[config.mk]
export PLATFORM = sky130hd
export DESIGN_NAME = flow_export_v1_decoder_core
export DESIGN_NICKNAME = d
export VERILOG_FILES = /design/src/hw/rtl/fev1dec_pkg.sv /design/src/hw/rtl/fev1dec_front.sv /design/src/hw/rtl/fev1dec_queue.sv /design/src/hw/rtl/fev1dec_back.sv /design/src/hw/rtl/flow_export_v1_decoder_core.sv
export SDC_FILE = /design/constraint.sdc
export NUM_CORES = 2
export LEC_CHECK = 0
export BUFFER_PORTS_ARGS = -buffer_cell sky130_fd_sc_hd__buf_2
export CORE_AREA = 2 2 389 546
export CTS_CLUSTER_DIAMETER = 40
export DETAILED_ROUTE_END_ITERATION = 10
export DIE_AREA = 0 0 391 548
export GPL_TIMING_DRIVEN = 0
export PLACE_DENSITY = 0.85
export SLEW_MARGIN = 25
export SYNTH_ARGS = -nofsm -noshare
export SYNTH_HDL_FRONTEND = slang
export SYNTH_SLANG_ARGS = --single-unit
[constraint.sdc]
create_clock -name i_clk -period 47.2 [get_ports i_clk]
set_clock_uncertainty 0.15 [all_clocks]
set_input_delay 7.08 -clock i_clk [delete_from_list [all_inputs] [get_ports i_clk]]
set_output_delay 7.08 -clock i_clk [all_outputs]
set_load 0.02 [all_outputs]
[src/hw/rtl/fev1dec_pkg.sv]
`default_nettype none

package fev1dec_pkg;

    // datagram framing
    localparam int LENGTH_BITS = 16;
    localparam int BLEFT_W     = 17;
    localparam int HDR_LEN     = 16;
    localparam int REC_LEN     = 48;
    localparam int POS_W       = 6;
    localparam int NEED_W      = 22;

    // reset value of the record limit
    localparam logic [7:0] MAX_REC_RESET = 8'd24;

    // boot time arithmetic: nsecs / 1000000 as (nsecs >> 6) / 15625 by reciprocal
    localparam int          MS_PER_S    = 1000;
    localparam int          SECS_MS_W   = 42;
    localparam int          NS_SHIFT    = 6;
    localparam int          NS_PROD_W   = 53;
    localparam int          NS_RECIP_SH = 40;
    localparam int          NS_Q_W      = 13;
    localparam logic [26:0] NS_RECIP    = 27'd70368745;

    // job queue between front and back
    localparam int Q_DEPTH = 4;
    localparam int Q_AW    = $clog2(Q_DEPTH);
    localparam int Q_CW    = $clog2(Q_DEPTH + 1);

    // result status codes
    localparam logic [1:0] ST_FLOW      = 2'd0;
    localparam logic [1:0] ST_BAD_COUNT = 2'd1;
    localparam logic [1:0] ST_SHORT     = 2'd2;

    // protocol number of icmp
    localparam logic [7:0] PROTO_ICMP = 8'd1;

    typedef struct packed {
        logic [7:0]  data_byte;
        logic        end_of_datagram;
        logic [15:0] datagram_length;
        logic [63:0] receive_time_ms;
    } t_in_item;

    typedef struct packed {
        logic [1:0]  status;
        logic [31:0] source_address;
        logic [31:0] destination_address;
        logic [31:0] next_hop_address;
        logic [31:0] interfaces;
        logic [31:0] packet_total;
        logic [31:0] octet_total;
        logic [31:0] port_pair;
        logic [23:0] proto_tos_flags;
        logic [63:0] start_ms;
        logic [63:0] end_ms;
        logic [63:0] received_ms;
    } t_out_item;

    // one parsed record or error, as handed from front to back
    typedef struct packed {
        logic [1:0]  status;
        logic [31:0] src_addr;
        logic [31:0] dst_addr;
        logic [31:0] nh_addr;
        logic [31:0] ifaces;
        logic [31:0] pkts;
        logic [31:0] octets;
        logic [31:0] first;
        logic [31:0] last;
        logic [15:0] sport;
        logic [15:0] dport;
        logic [7:0]  proto;
        logic [7:0]  tos;
        logic [7:0]  flag_bits;
        logic [63:0] boot_ms;
        logic [31:0] uptime_ms;
        logic [63:0] arrival_ms;
    } t_job;

    typedef struct packed {
        logic empty;
        logic full;
    } t_q_stat;

endpackage

`default_nettype wire

[src/hw/rtl/fev1dec_front.sv]
`default_nettype none

module fev1dec_front import fev1dec_pkg::*; (
    input  logic     i_clk,
    input  logic     i_rst_n,
    input  logic     i_in_valid,
    input  t_in_item i_in_item,
    output logic     o_in_stall,
    input  logic     i_cfg_valid,
    output logic     o_cfg_ready,
    input  logic [7:0] i_cfg_data,
    input  t_q_stat  i_q_stat,
    output logic     o_push,
    output t_job     o_push_job
);

    logic [7:0]         r_win [REC_LEN-1];
    logic [7:0]         w [REC_LEN];
    logic [7:0]         r_max_records;
    logic [POS_W-1:0]   r_pos, n_pos, e_pos;
    logic               r_in_header, n_in_header, e_in_header;
    logic [7:0]         r_records_left, n_records_left, e_records_left;
    logic [BLEFT_W-1:0] r_bytes_left, n_bytes_left, e_bytes_left;
    logic               r_dropping, n_dropping, e_dropping;
    logic               r_sod, n_sod;
    logic [63:0]        r_arrival, n_arrival;
    logic               accept;
    logic [15:0]        count;
    logic [NEED_W-1:0]  need;
    logic               bad_count, too_short, hdr_done, rec_done, hdr_ok;

    // boot time pipeline
    logic [31:0]          r_up, r_secs, r_nsecs;
    logic                 r_p1, r_p2;
    logic [SECS_MS_W-1:0] r_secs_ms;
    logic [NS_Q_W-1:0]    r_ns_q;
    logic [NS_PROD_W-1:0] ns_prod;
    logic [63:0]          r_boot;

    assign accept      = i_in_valid && !i_q_stat.full;
    assign o_in_stall  = i_q_stat.full;
    assign o_cfg_ready = 1'b1;

    // byte window: w[0] oldest, w[last] the byte now offered
    always_comb begin
        for (int i = 0; i < REC_LEN - 1; i++) begin
            w[i] = r_win[i];
        end
        w[REC_LEN-1] = i_in_item.data_byte;
    end

    // state as seen by this byte, with the start of a datagram applied
    always_comb begin
        e_pos          = r_sod ? '0 : r_pos;
        e_in_header    = r_sod ? 1'b1 : r_in_header;
        e_records_left = r_sod ? '0 : r_records_left;
        e_dropping     = r_sod ? 1'b0 : r_dropping;
        e_bytes_left   = r_sod ? BLEFT_W'(i_in_item.datagram_length[LENGTH_BITS-1:0])
                               : r_bytes_left;
        n_arrival      = r_sod ? i_in_item.receive_time_ms : r_arrival;
    end

    // header checks, header bytes sit in the last sixteen window slots
    assign count     = {w[34], w[35]};
    assign need      = NEED_W'({count, 5'b0}) + NEED_W'({count, 4'b0}) + NEED_W'(HDR_LEN);
    assign bad_count = (count == 16'd0) || (count > {8'd0, r_max_records});
    assign too_short = NEED_W'(e_bytes_left) < need;
    assign hdr_done  = accept && !e_dropping && e_in_header
                    && (e_pos == POS_W'(HDR_LEN - 1));
    assign rec_done  = accept && !e_dropping && !e_in_header
                    && (e_pos == POS_W'(REC_LEN - 1));
    assign hdr_ok    = hdr_done && !bad_count && !too_short;

    // parse state next values
    always_comb begin
        n_pos          = r_pos;
        n_in_header    = r_in_header;
        n_records_left = r_records_left;
        n_bytes_left   = r_bytes_left;
        n_dropping     = r_dropping;
        n_sod          = r_sod;
        if (accept) begin
            n_pos          = e_pos;
            n_in_header    = e_in_header;
            n_records_left = e_records_left;
            n_bytes_left   = e_bytes_left;
            n_dropping     = e_dropping;
            n_sod          = i_in_item.end_of_datagram;
            if (!e_dropping) begin
                if (e_in_header) begin
                    if (e_pos == POS_W'(HDR_LEN - 1)) begin
                        n_pos = '0;
                        if (bad_count || too_short) begin
                            n_dropping = 1'b1;
                        end else begin
                            n_records_left = count[7:0];
                            n_bytes_left   = e_bytes_left - need[BLEFT_W-1:0];
                            n_in_header    = 1'b0;
                        end
                    end else begin
                        n_pos = e_pos + 1'b1;
                    end
                end else begin
                    if (e_pos == POS_W'(REC_LEN - 1)) begin
                        n_pos          = '0;
                        n_records_left = e_records_left - 8'd1;
                        if (n_records_left == 8'd0) begin
                            if (e_bytes_left < BLEFT_W'(HDR_LEN)) begin
                                n_dropping = 1'b1;
                            end else begin
                                n_in_header = 1'b1;
                            end
                        end
                    end else begin
                        n_pos = e_pos + 1'b1;
                    end
                end
            end
        end
    end

    // job to the queue: a finished record or a rejected header
    always_comb begin
        o_push     = rec_done || (hdr_done && (bad_count || too_short));
        o_push_job = '0;
        if (rec_done) begin
            o_push_job.status     = ST_FLOW;
            o_push_job.src_addr   = {w[0], w[1], w[2], w[3]};
            o_push_job.dst_addr   = {w[4], w[5], w[6], w[7]};
            o_push_job.nh_addr    = {w[8], w[9], w[10], w[11]};
            o_push_job.ifaces     = {w[12], w[13], w[14], w[15]};
            o_push_job.pkts       = {w[16], w[17], w[18], w[19]};
            o_push_job.octets     = {w[20], w[21], w[22], w[23]};
            o_push_job.first      = {w[24], w[25], w[26], w[27]};
            o_push_job.last       = {w[28], w[29], w[30], w[31]};
            o_push_job.sport      = {w[32], w[33]};
            o_push_job.dport      = {w[34], w[35]};
            o_push_job.proto      = w[38];
            o_push_job.tos        = w[39];
            o_push_job.flag_bits  = w[40];
            o_push_job.boot_ms    = r_boot;
            o_push_job.uptime_ms  = r_up;
            o_push_job.arrival_ms = n_arrival;
        end else begin
            o_push_job.status = bad_count ? ST_BAD_COUNT : ST_SHORT;
        end
    end

    // window shift
    always_ff @(posedge i_clk) begin
        if (accept) begin
            for (int i = 0; i < REC_LEN - 2; i++) begin
                r_win[i] <= r_win[i+1];
            end
            r_win[REC_LEN-2] <= i_in_item.data_byte;
        end
    end

    // control state and config register
    always_ff @(posedge i_clk) begin
        if (!i_rst_n) begin
            r_max_records  <= MAX_REC_RESET;
            r_pos          <= '0;
            r_in_header    <= 1'b1;
            r_records_left <= '0;
            r_bytes_left   <= '0;
            r_dropping     <= 1'b0;
            r_sod          <= 1'b1;
            r_arrival      <= '0;
        end else begin
            if (i_cfg_valid) begin
                r_max_records <= i_cfg_data;
            end
            r_pos          <= n_pos;
            r_in_header    <= n_in_header;
            r_records_left <= n_records_left;
            r_bytes_left   <= n_bytes_left;
            r_dropping     <= n_dropping;
            r_sod          <= n_sod;
            if (accept) begin
                r_arrival <= n_arrival;
            end
        end
    end

    // boot time: capture, multiply stage, then sum stage
    assign ns_prod = NS_PROD_W'(r_nsecs[31:NS_SHIFT]) * NS_PROD_W'(NS_RECIP);

    always_ff @(posedge i_clk) begin
        if (!i_rst_n) begin
            r_p1   <= 1'b0;
            r_p2   <= 1'b0;
            r_up   <= '0;
            r_boot <= '0;
        end else begin
            r_p1 <= hdr_ok;
            r_p2 <= r_p1;
            if (hdr_ok) begin
                r_up <= {w[36], w[37], w[38], w[39]};
            end
            if (r_p2) begin
                r_boot <= 64'(r_secs_ms) + 64'(r_ns_q) - 64'(r_up);
            end
        end
    end

    always_ff @(posedge i_clk) begin
        if (hdr_ok) begin
            r_secs  <= {w[40], w[41], w[42], w[43]};
            r_nsecs <= {w[44], w[45], w[46], w[47]};
        end
        if (r_p1) begin
            r_secs_ms <= SECS_MS_W'(r_secs) * SECS_MS_W'(MS_PER_S);
            r_ns_q    <= ns_prod[NS_RECIP_SH +: NS_Q_W];
        end
    end

    // a rejected header stops parsing for the rest of the datagram
    a_reject_drops: assert property (@(posedge i_clk) disable iff (!i_rst_n)
        (hdr_done && (bad_count || too_short)) |=> r_dropping)
        else $error("rejected header did not start dropping");

    // header offsets never pass the header length
    a_hdr_pos: assert property (@(posedge i_clk) disable iff (!i_rst_n)
        r_in_header |-> (r_pos < POS_W'(HDR_LEN)))
        else $error("header byte position out of range");

endmodule

`default_nettype wire

[src/hw/rtl/fev1dec_queue.sv]
`default_nettype none

module fev1dec_queue import fev1dec_pkg::*; (
    input  logic    i_clk,
    input  logic    i_rst_n,
    input  logic    i_push,
    input  t_job    i_push_job,
    input  logic    i_pop,
    output t_job    o_head,
    output t_q_stat o_q_stat
);

    t_job            r_mem [Q_DEPTH];
    logic [Q_AW-1:0] r_wptr, r_rptr;
    logic [Q_CW-1:0] r_count;

    assign o_head         = r_mem[r_rptr];
    assign o_q_stat.empty = (r_count == '0);
    assign o_q_stat.full  = (r_count == Q_CW'(Q_DEPTH));

    // storage
    always_ff @(posedge i_clk) begin
        if (i_push) begin
            r_mem[r_wptr] <= i_push_job;
        end
    end

    // pointers and fill count
    always_ff @(posedge i_clk) begin
        if (!i_rst_n) begin
            r_wptr  <= '0;
            r_rptr  <= '0;
            r_count <= '0;
        end else begin
            if (i_push) begin
                r_wptr <= r_wptr + 1'b1;
            end
            if (i_pop) begin
                r_rptr <= r_rptr + 1'b1;
            end
            if (i_push && !i_pop) begin
                r_count <= r_count + 1'b1;
            end else if (!i_push && i_pop) begin
                r_count <= r_count - 1'b1;
            end
        end
    end

    a_no_overflow: assert property (@(posedge i_clk) disable iff (!i_rst_n)
        !(i_push && o_q_stat.full))
        else $error("item pushed into a full queue");

    a_no_underflow: assert property (@(posedge i_clk) disable iff (!i_rst_n)
        !(i_pop && o_q_stat.empty))
        else $error("item popped from an empty queue");

endmodule

`default_nettype wire

[src/hw/rtl/fev1dec_back.sv]
`default_nettype none

module fev1dec_back import fev1dec_pkg::*; (
    input  logic      i_clk,
    input  logic      i_rst_n,
    input  t_q_stat   i_q_stat,
    input  t_job      i_head,
    output logic      o_pop,
    output logic      o_out_valid,
    input  logic      i_out_stall,
    output t_out_item o_out_item
);

    logic      r_valid;
    t_out_item r_item, n_item;
    logic      wrap_first, wrap_up;
    logic      icmp_fix;
    logic [31:0] start_hi, end_hi;

    assign o_pop       = !i_q_stat.empty && (!r_valid || !i_out_stall);
    assign o_out_valid = r_valid;
    assign o_out_item  = r_item;

    // uptime wrap: each wrap takes 2^32 off the upper word
    assign wrap_first = i_head.first > i_head.last;
    assign wrap_up    = i_head.last > i_head.uptime_ms;
    assign start_hi   = 32'd0 - 32'(wrap_first) - 32'(wrap_up);
    assign end_hi     = 32'd0 - 32'(wrap_up);
    assign icmp_fix   = (i_head.proto == PROTO_ICMP) && (i_head.sport != 16'd0);

    // decode the head job into a result
    always_comb begin
        n_item        = '0;
        n_item.status = i_head.status;
        if (i_head.status == ST_FLOW) begin
            n_item.source_address      = i_head.src_addr;
            n_item.destination_address = i_head.dst_addr;
            n_item.next_hop_address    = i_head.nh_addr;
            n_item.interfaces          = i_head.ifaces;
            n_item.packet_total        = i_head.pkts;
            n_item.octet_total         = i_head.octets;
            n_item.port_pair           = icmp_fix
                ? {16'd0, i_head.sport[7:0], i_head.sport[15:8]}
                : {i_head.sport, i_head.dport};
            n_item.proto_tos_flags     = {i_head.proto, i_head.tos, i_head.flag_bits};
            n_item.start_ms            = i_head.boot_ms + {start_hi, i_head.first};
            n_item.end_ms              = i_head.boot_ms + {end_hi, i_head.last};
            n_item.received_ms         = i_head.arrival_ms;
        end
    end

    // output register
    always_ff @(posedge i_clk) begin
        if (!i_rst_n) begin
            r_valid <= 1'b0;
        end else if (o_pop) begin
            r_valid <= 1'b1;
        end else if (!i_out_stall) begin
            r_valid <= 1'b0;
        end
    end

    always_ff @(posedge i_clk) begin
        if (o_pop) begin
            r_item <= n_item;
        end
    end

    // error results carry nothing but their status
    a_err_zero: assert property (@(posedge i_clk) disable iff (!i_rst_n)
        (r_valid && r_item.status != ST_FLOW) |->
            (r_item.source_address == 32'd0 && r_item.start_ms == 64'd0
             && r_item.received_ms == 64'd0))
        else $error("error result with nonzero fields");

endmodule

`default_nettype wire

[src/hw/rtl/flow_export_v1_decoder_core.sv]
`default_nettype none

// channel   valid        flow ctl      payload
// -------   -----------  ------------  --------------------------
// in        i_in_valid   o_in_stall    i_in_item   (t_in_item)
// out       o_out_valid  i_out_stall   o_out_item  (t_out_item)
// cfg       i_cfg_valid  o_cfg_ready   i_cfg_data  (max_records)
//
// one byte per cycle unless stalled; header checks run on the byte completing the header
// a finished result is pushed to the job queue, then registered at the output
// boot time passes through its multiply and sum stages, well before the next record
// o_in_stall rises only when the four-item job queue is full; o_out_valid holds on stall
// synchronous reset clears parse state and sets max_records to 24; no clearing pass

module flow_export_v1_decoder_core import fev1dec_pkg::*; (
    input  logic       i_clk,
    input  logic       i_rst_n,
    input  logic       i_in_valid,
    input  t_in_item   i_in_item,
    output logic       o_in_stall,
    output logic       o_out_valid,
    input  logic       i_out_stall,
    output t_out_item  o_out_item,
    input  logic       i_cfg_valid,
    output logic       o_cfg_ready,
    input  logic [7:0] i_cfg_data
);

    t_q_stat q_stat;
    logic    push, pop;
    t_job    push_job, head;

    // parser: accepts bytes and builds jobs
    fev1dec_front u_front (
        .i_clk      (i_clk),
        .i_rst_n    (i_rst_n),
        .i_in_valid (i_in_valid),
        .i_in_item  (i_in_item),
        .o_in_stall (o_in_stall),
        .i_cfg_valid(i_cfg_valid),
        .o_cfg_ready(o_cfg_ready),
        .i_cfg_data (i_cfg_data),
        .i_q_stat   (q_stat),
        .o_push     (push),
        .o_push_job (push_job)
    );

    // job queue
    fev1dec_queue u_queue (
        .i_clk     (i_clk),
        .i_rst_n   (i_rst_n),
        .i_push    (push),
        .i_push_job(push_job),
        .i_pop     (pop),
        .o_head    (head),
        .o_q_stat  (q_stat)
    );

    // record decode and output register
    fev1dec_back u_back (
        .i_clk      (i_clk),
        .i_rst_n    (i_rst_n),
        .i_q_stat   (q_stat),
        .i_head     (head),
        .o_pop      (pop),
        .o_out_valid(o_out_valid),
        .i_out_stall(i_out_stall),
        .o_out_item (o_out_item)
    );

endmodule

`default_nettype wire

; ---- Word level (Yosys, flattened, before mapping)
; Memory sizes are Yosys's and may differ from the RTL's. A register that Yosys moved wholly into a read port is not among the register bits.
; Cells that the tools add are included.
; W data, S select, Z words.
[classes]
n_mux = 46
n_reduce_logical = 34
eq_ne = 5
n_bitwise = 1
magnitude_cmp = 5
n_addsub = 16
mul = 2
[op_table]
columns = operator, n
row1 = $mux W472, 1
row2 = $add A64 B64 Y64, 2
row3 = $mux W17, 5
row4 = $gt A32 B32 Y1, 2
row5 = $mux W64, 1
row6 = $sub A64 B32 Y64, 1
row7 = $mul A26 B27 Y53 const B, 1
row8 = $mux W8, 6
row9 = $add A42 B13 Y43, 1
row10 = $mul A32 B7 Y39 const B, 1
row11 = $sub A32 B1 Y32, 1
row12 = $mux W6, 5
row13 = $add A21 B20 Y22, 1
row14 = $add A22 B5 Y22 const B, 1
row15 = $lt A17 B22 Y1, 1
row16 = $mux W1, 21
row17 = $lt A17 B5 Y1 const B, 1
row18 = $sub A17 B17 Y17, 1
row19 = $gt A16 B8 Y1, 1
row20 = $logic_not A16 Y1, 1
row21 = $mux W16, 1
row22 = $reduce_bool A16 Y1, 1
row23 = $logic_and A1 B1 Y1, 13
row24 = $logic_not A1 Y1, 10
row25 = other kinds (20), 29
[word_totals]
output_inout_bits = 445
ramBits = 2272
ff_bits = 770
memories = 2
wordCells = 144
[mem_list]
columns = name, words, word_bits, rd, rd_ports_with_merged_regs, write_ports, line
row1 = u_queue.r_mem, 4, 474, 1, 1, 1, fev1dec_queue.sv:13  ; t_job r_mem [Q_DEPTH];
row2 = u_front.r_win, 47, 8, 47, 0, 47, fev1dec_front.sv:17  ; logic [7:0] r_win [REC_LEN-1];

; ---- Depth between registers and ports, before layout
[depth]
word_depth = 12
depth_mapped = 31
ltp_nobuf = 26

; ---- Modules after synthesis
; From an unflattened synthesis, not the netlist that was laid out.
[unflattened]
hier_cells = 8884
area_unflattened_um2 = 139973.0
[by_module_without_submodules]
columns = module, area_each_um2, seq_area_each_um2, instances, cells_each
row1 = fev1dec_queue, 69292.7, 57114.8, 1, 2519
row2 = fev1dec_front, 45144.5, 18197.5, 1, 4034
row3 = fev1dec_back, 25535.7, 13292.7, 1, 2331

; ---- Worst setup path before layout
; No wires, ideal clock.
[synth_timing]
path_kind = input -> register
from = in i_out_stall
to = reg u_queue.r_count[2]
required_ps = 46980
path_stages = 8
setup_slack_ps = 16428
t_arrival_ps = 30551
n_path_buf = 0
cell_sequence = a21oi_1 > inv_1 > ha_1 > inv_1 > fa_1 > xor2_1 > or3_1 > a21oi_1
[synth_via]
elab_chain_cells = 6
word_cells_on_any_way = 8
cone_classes = 1 x mux / 7 x reduce/logical
[synth_rtl]
columns = item, line
row1 = from (decl), flow_export_v1_decoder_core.sv:22  ; input logic i_out_stall,
row2 = $logic_not A1 Y1 *, fev1dec_back.sv:20  ; assign o_pop = !i_q_stat.empty && (!r_valid || !i_out_stall);
row3 = $logic_or A1 B1 Y1 *, fev1dec_back.sv:20
row4 = $logic_and A1 B1 Y1 *, fev1dec_back.sv:20
row5 = $logic_not A1 Y1, fev1dec_queue.sv:41  ; if (i_push && !i_pop) begin
row6 = $logic_and A1 B1 Y1, fev1dec_queue.sv:41
row7 = $mux W3 or $reduce_bool A2 Y1 (tied branches), --
row8 = to (signal assigned), fev1dec_queue.sv:42  ; r_count <= r_count + 1'b1;
row9 = to (signal assigned), fev1dec_queue.sv:44  ; r_count <= r_count - 1'b1;
row10 = to (decl), fev1dec_queue.sv:15  ; logic [Q_CW-1:0] r_count;
; Mark *: on every way between the ends. The rest lies on a longest branch, timed or not.
; A chain may end at the register's enable or synchronous reset.

==> out/metrics.yaml <==
clock_latency_ps: 850
root_buffer: "clkbuf_16"
layout-drive-gt1-share: 0.163
synth_most_common_cell: "edfxtp_1"
synth_seq_area_share: 0.638
via_per_inst: 6.43
placedInstanceArea_sq_um: 148000
wl_per_cell_microns: 28.9
cts_sinks: 3034
synth.top_cells.by_area: "edfxtp_1 (61%), mux4_2 (7.6%), ha_1 (5.7%), fa_1 (5.2%), dfxtp_1 (3.0%)"
synthArstFlopShare: 0
finalSetupTns_ps: 0
syn_area_per_cell_sq_um: 15.4
gr-usage-all-layers: 0.349
cp-start-kind: "register"
layout_setup_ws_ps: 35370
drt_iter0_markers: 8995
synth_top_area_share: 0.608
period_needed_ps: 11830
syn2layout_area_growth_pct: 13.1
grt_start_max_net_pins: 68
ys_seq_elements: 3034
cp_slowest_stage_delay_ps: 770
powerDensity_nw_per_um2: 46.0
ant_nets: 0
clockBufferDepth: 4
hpwl_microns: 260000
cpLargestDelayFamily: "buffers and inverters"
initial_core_util: 0.667
min_path_type: "reg2reg"
report.final.hold_viol_count: 0
design_area_sq_um: 158000
drt-total-wl_microns: 374000
gr-total-overflow: 0
gp_congestion: 0.976
firstDrtPassIters: 7
status: "complete, no violations"
synth_nets: 10148
nets: 11085
antenna_found_initial: 27
synth-edff-count: 2824
htreeDepth: 5
hold_start: "u_front.r_win[1][48]"
fp.dieH_microns: 548
cts.hold.buffers_added: 0
holdPathEnd: "u_front.r_win[1][40]"
critPathCaptureType: "register"
tightest_slew_ps: 1160
crit_required_ps: 47650
ys.flop_type: "edfxtp_1"
peakVddDrop_v: 0.0000598
port_buffers: 539
io_pins: 547
yosys.area.top_type: "edfxtp_1"
core-area_sq_um: 209000
rsz0062_at_grt: "no"
dieArea_sq_um: 214000
rows: 199
postCtsSetupBuffers: 0
cts_buffers: 306
synthCells: 9055
setup_viol: 0
r2r_cells: 26
synth_cell_types: 89
holdPathStages: 0
cp_slowest_cell: "clkbuf_1"
cts_resized: 0
pre_cts_ws_ps: 34610
path_max_fanout: 32
utilization: 0.754
yosysWarnings: 0
cts.reportedPaths.clkPinSlew_ps: 70
r2r_slack_ps: 35370
drc: 0
reg2reg_to: "u_back.o_out_item[185]"
grt_pass1_wl_microns: 546000
min_period_over_period: 0.251
drv_cap: 0
fmax_ghz: 0.0846
worstSetupPathType: "reg2reg"
critPathArrivalTime_ps: 12280
cts_tree: "yes"
cp_num_buf_inv: 8
vias: 83303
synth_area_sq_um: 140000
relSlewSlack: 0.227
die_w_microns: 391
p_leak_nw: 54.0
synth_common_cells: "edfxtp_1 (2,824), inv_1 (679), and2_1 (669)"
slew_viol_final: 0
whs_ps: 275
first_global_vias: 85305
-- metrics by stage --
step / std cells / power, mW
floorplan: 9055 / 4.46
global placement: 12307 / 5.07
detailed placement: 12397 / 4.89
CTS: 12943 / 7.27
global route: 12952 / 7.46
finish: 12961 / 7.26
-- worst max-delay path by stage --
stage | to | cells after the start | slack (ps) | start
after floorplan | u_queue.r_count[2] | 8 | 16430 | i_out_stall
after global placement | u_queue.r_count[2] | 9 | 7350 | i_out_stall
after detailed placement | u_queue.r_mem[0][404] | 16 | 34610 | i_in_item[68]
after CTS | u_back.o_out_item[185] | 25 | 35230 | register
after global routing | u_back.o_out_item[185] | 26 | 34780 | register
final | u_back.o_out_item[185] | 26 | 35370 | register
-- cells by family (layout without fill, tap and decap cells) --
kind of cell	Yosys count	count (layout)	synth area share
AND/OR/NAND/NOR	2045	2045	0.0750
XOR/XNOR	229	229	0.0144
buffers and inverters	1019	2194	0.0276
other	1	19	0.0000269
adder cells (fa/ha/maj)	991	991	0.108
AO/OA/AOI/OAI	1130	1130	0.0511
multiplexers	606	606	0.0861
flip-flops	3034	3034	0.638
-- sequential cells by signal, indices dropped and copies added, names as in the netlist, 2 cells and up, named ones only --
register and flops:
u_front.r_ns_q 13, u_front.r_arrival 64, u_queue.r_wptr 2, u_queue.r_mem 1896, u_front.r_pos 6, u_front.r_records_left 8, u_front.r_max_records 8, u_front.r_win 376
u_queue.r_count 3, u_front.r_boot 64, u_front.r_nsecs 26, u_front.r_up 32, u_front.r_secs 32, u_back.o_out_item 442, u_front.r_secs_ms 39, u_queue.r_rptr 2
u_front.r_bytes_left 13
-- area by class of cell --
cell class / instances / area [sq um]
antenna: 18 / 45.0
buffer: 339 / 1330
clock buffer: 379 / 8230
clock inverter: 167 / 1600
fill: 11759 / 51400
inverter: 680 / 2550
multi-input combinational: 5002 / 46800
sequential: 3034 / 89000
tap: 2713 / 3390
timing repair buffer: 629 / 4870
-- cell usage in the layout, fill, tap and decap left out, drive strengths merged, types with 87 or more instances in the layout --
master / n
a21o: 154
a21oi: 437
and2: 669
buf: 690
clkbuf: 657
clkinv: 93
dfxtp: 210
edfxtp: 2824
fa: 360
ha: 631
inv: 726
mux2i: 120
mux4: 474
nand2: 455
nand3: 98
nor2: 437
nor3: 88
o21ai: 185
xnor2: 142
xor2: 87
-- per-layer routing --
layer	track usage	vias up	share of wire
met5	0	-	0.00026
met1	0.420	41671	0.34
met4	0.190	16	0.066
li1	-	35597	-
met3	0.0584	1114	0.083
met2	0.603	4905	0.51
-- where the power goes --
group	leakage [nW]	internal [mW]	total, mW	switching (mW)
logic	25.4	0.454	1.37	0.913
registers	23.8	3.32	3.51	0.196
clock network	4.78	1.33	2.38	1.05
total	54.0	5.11	7.26	2.16
(Power assumes the default switching activity.)
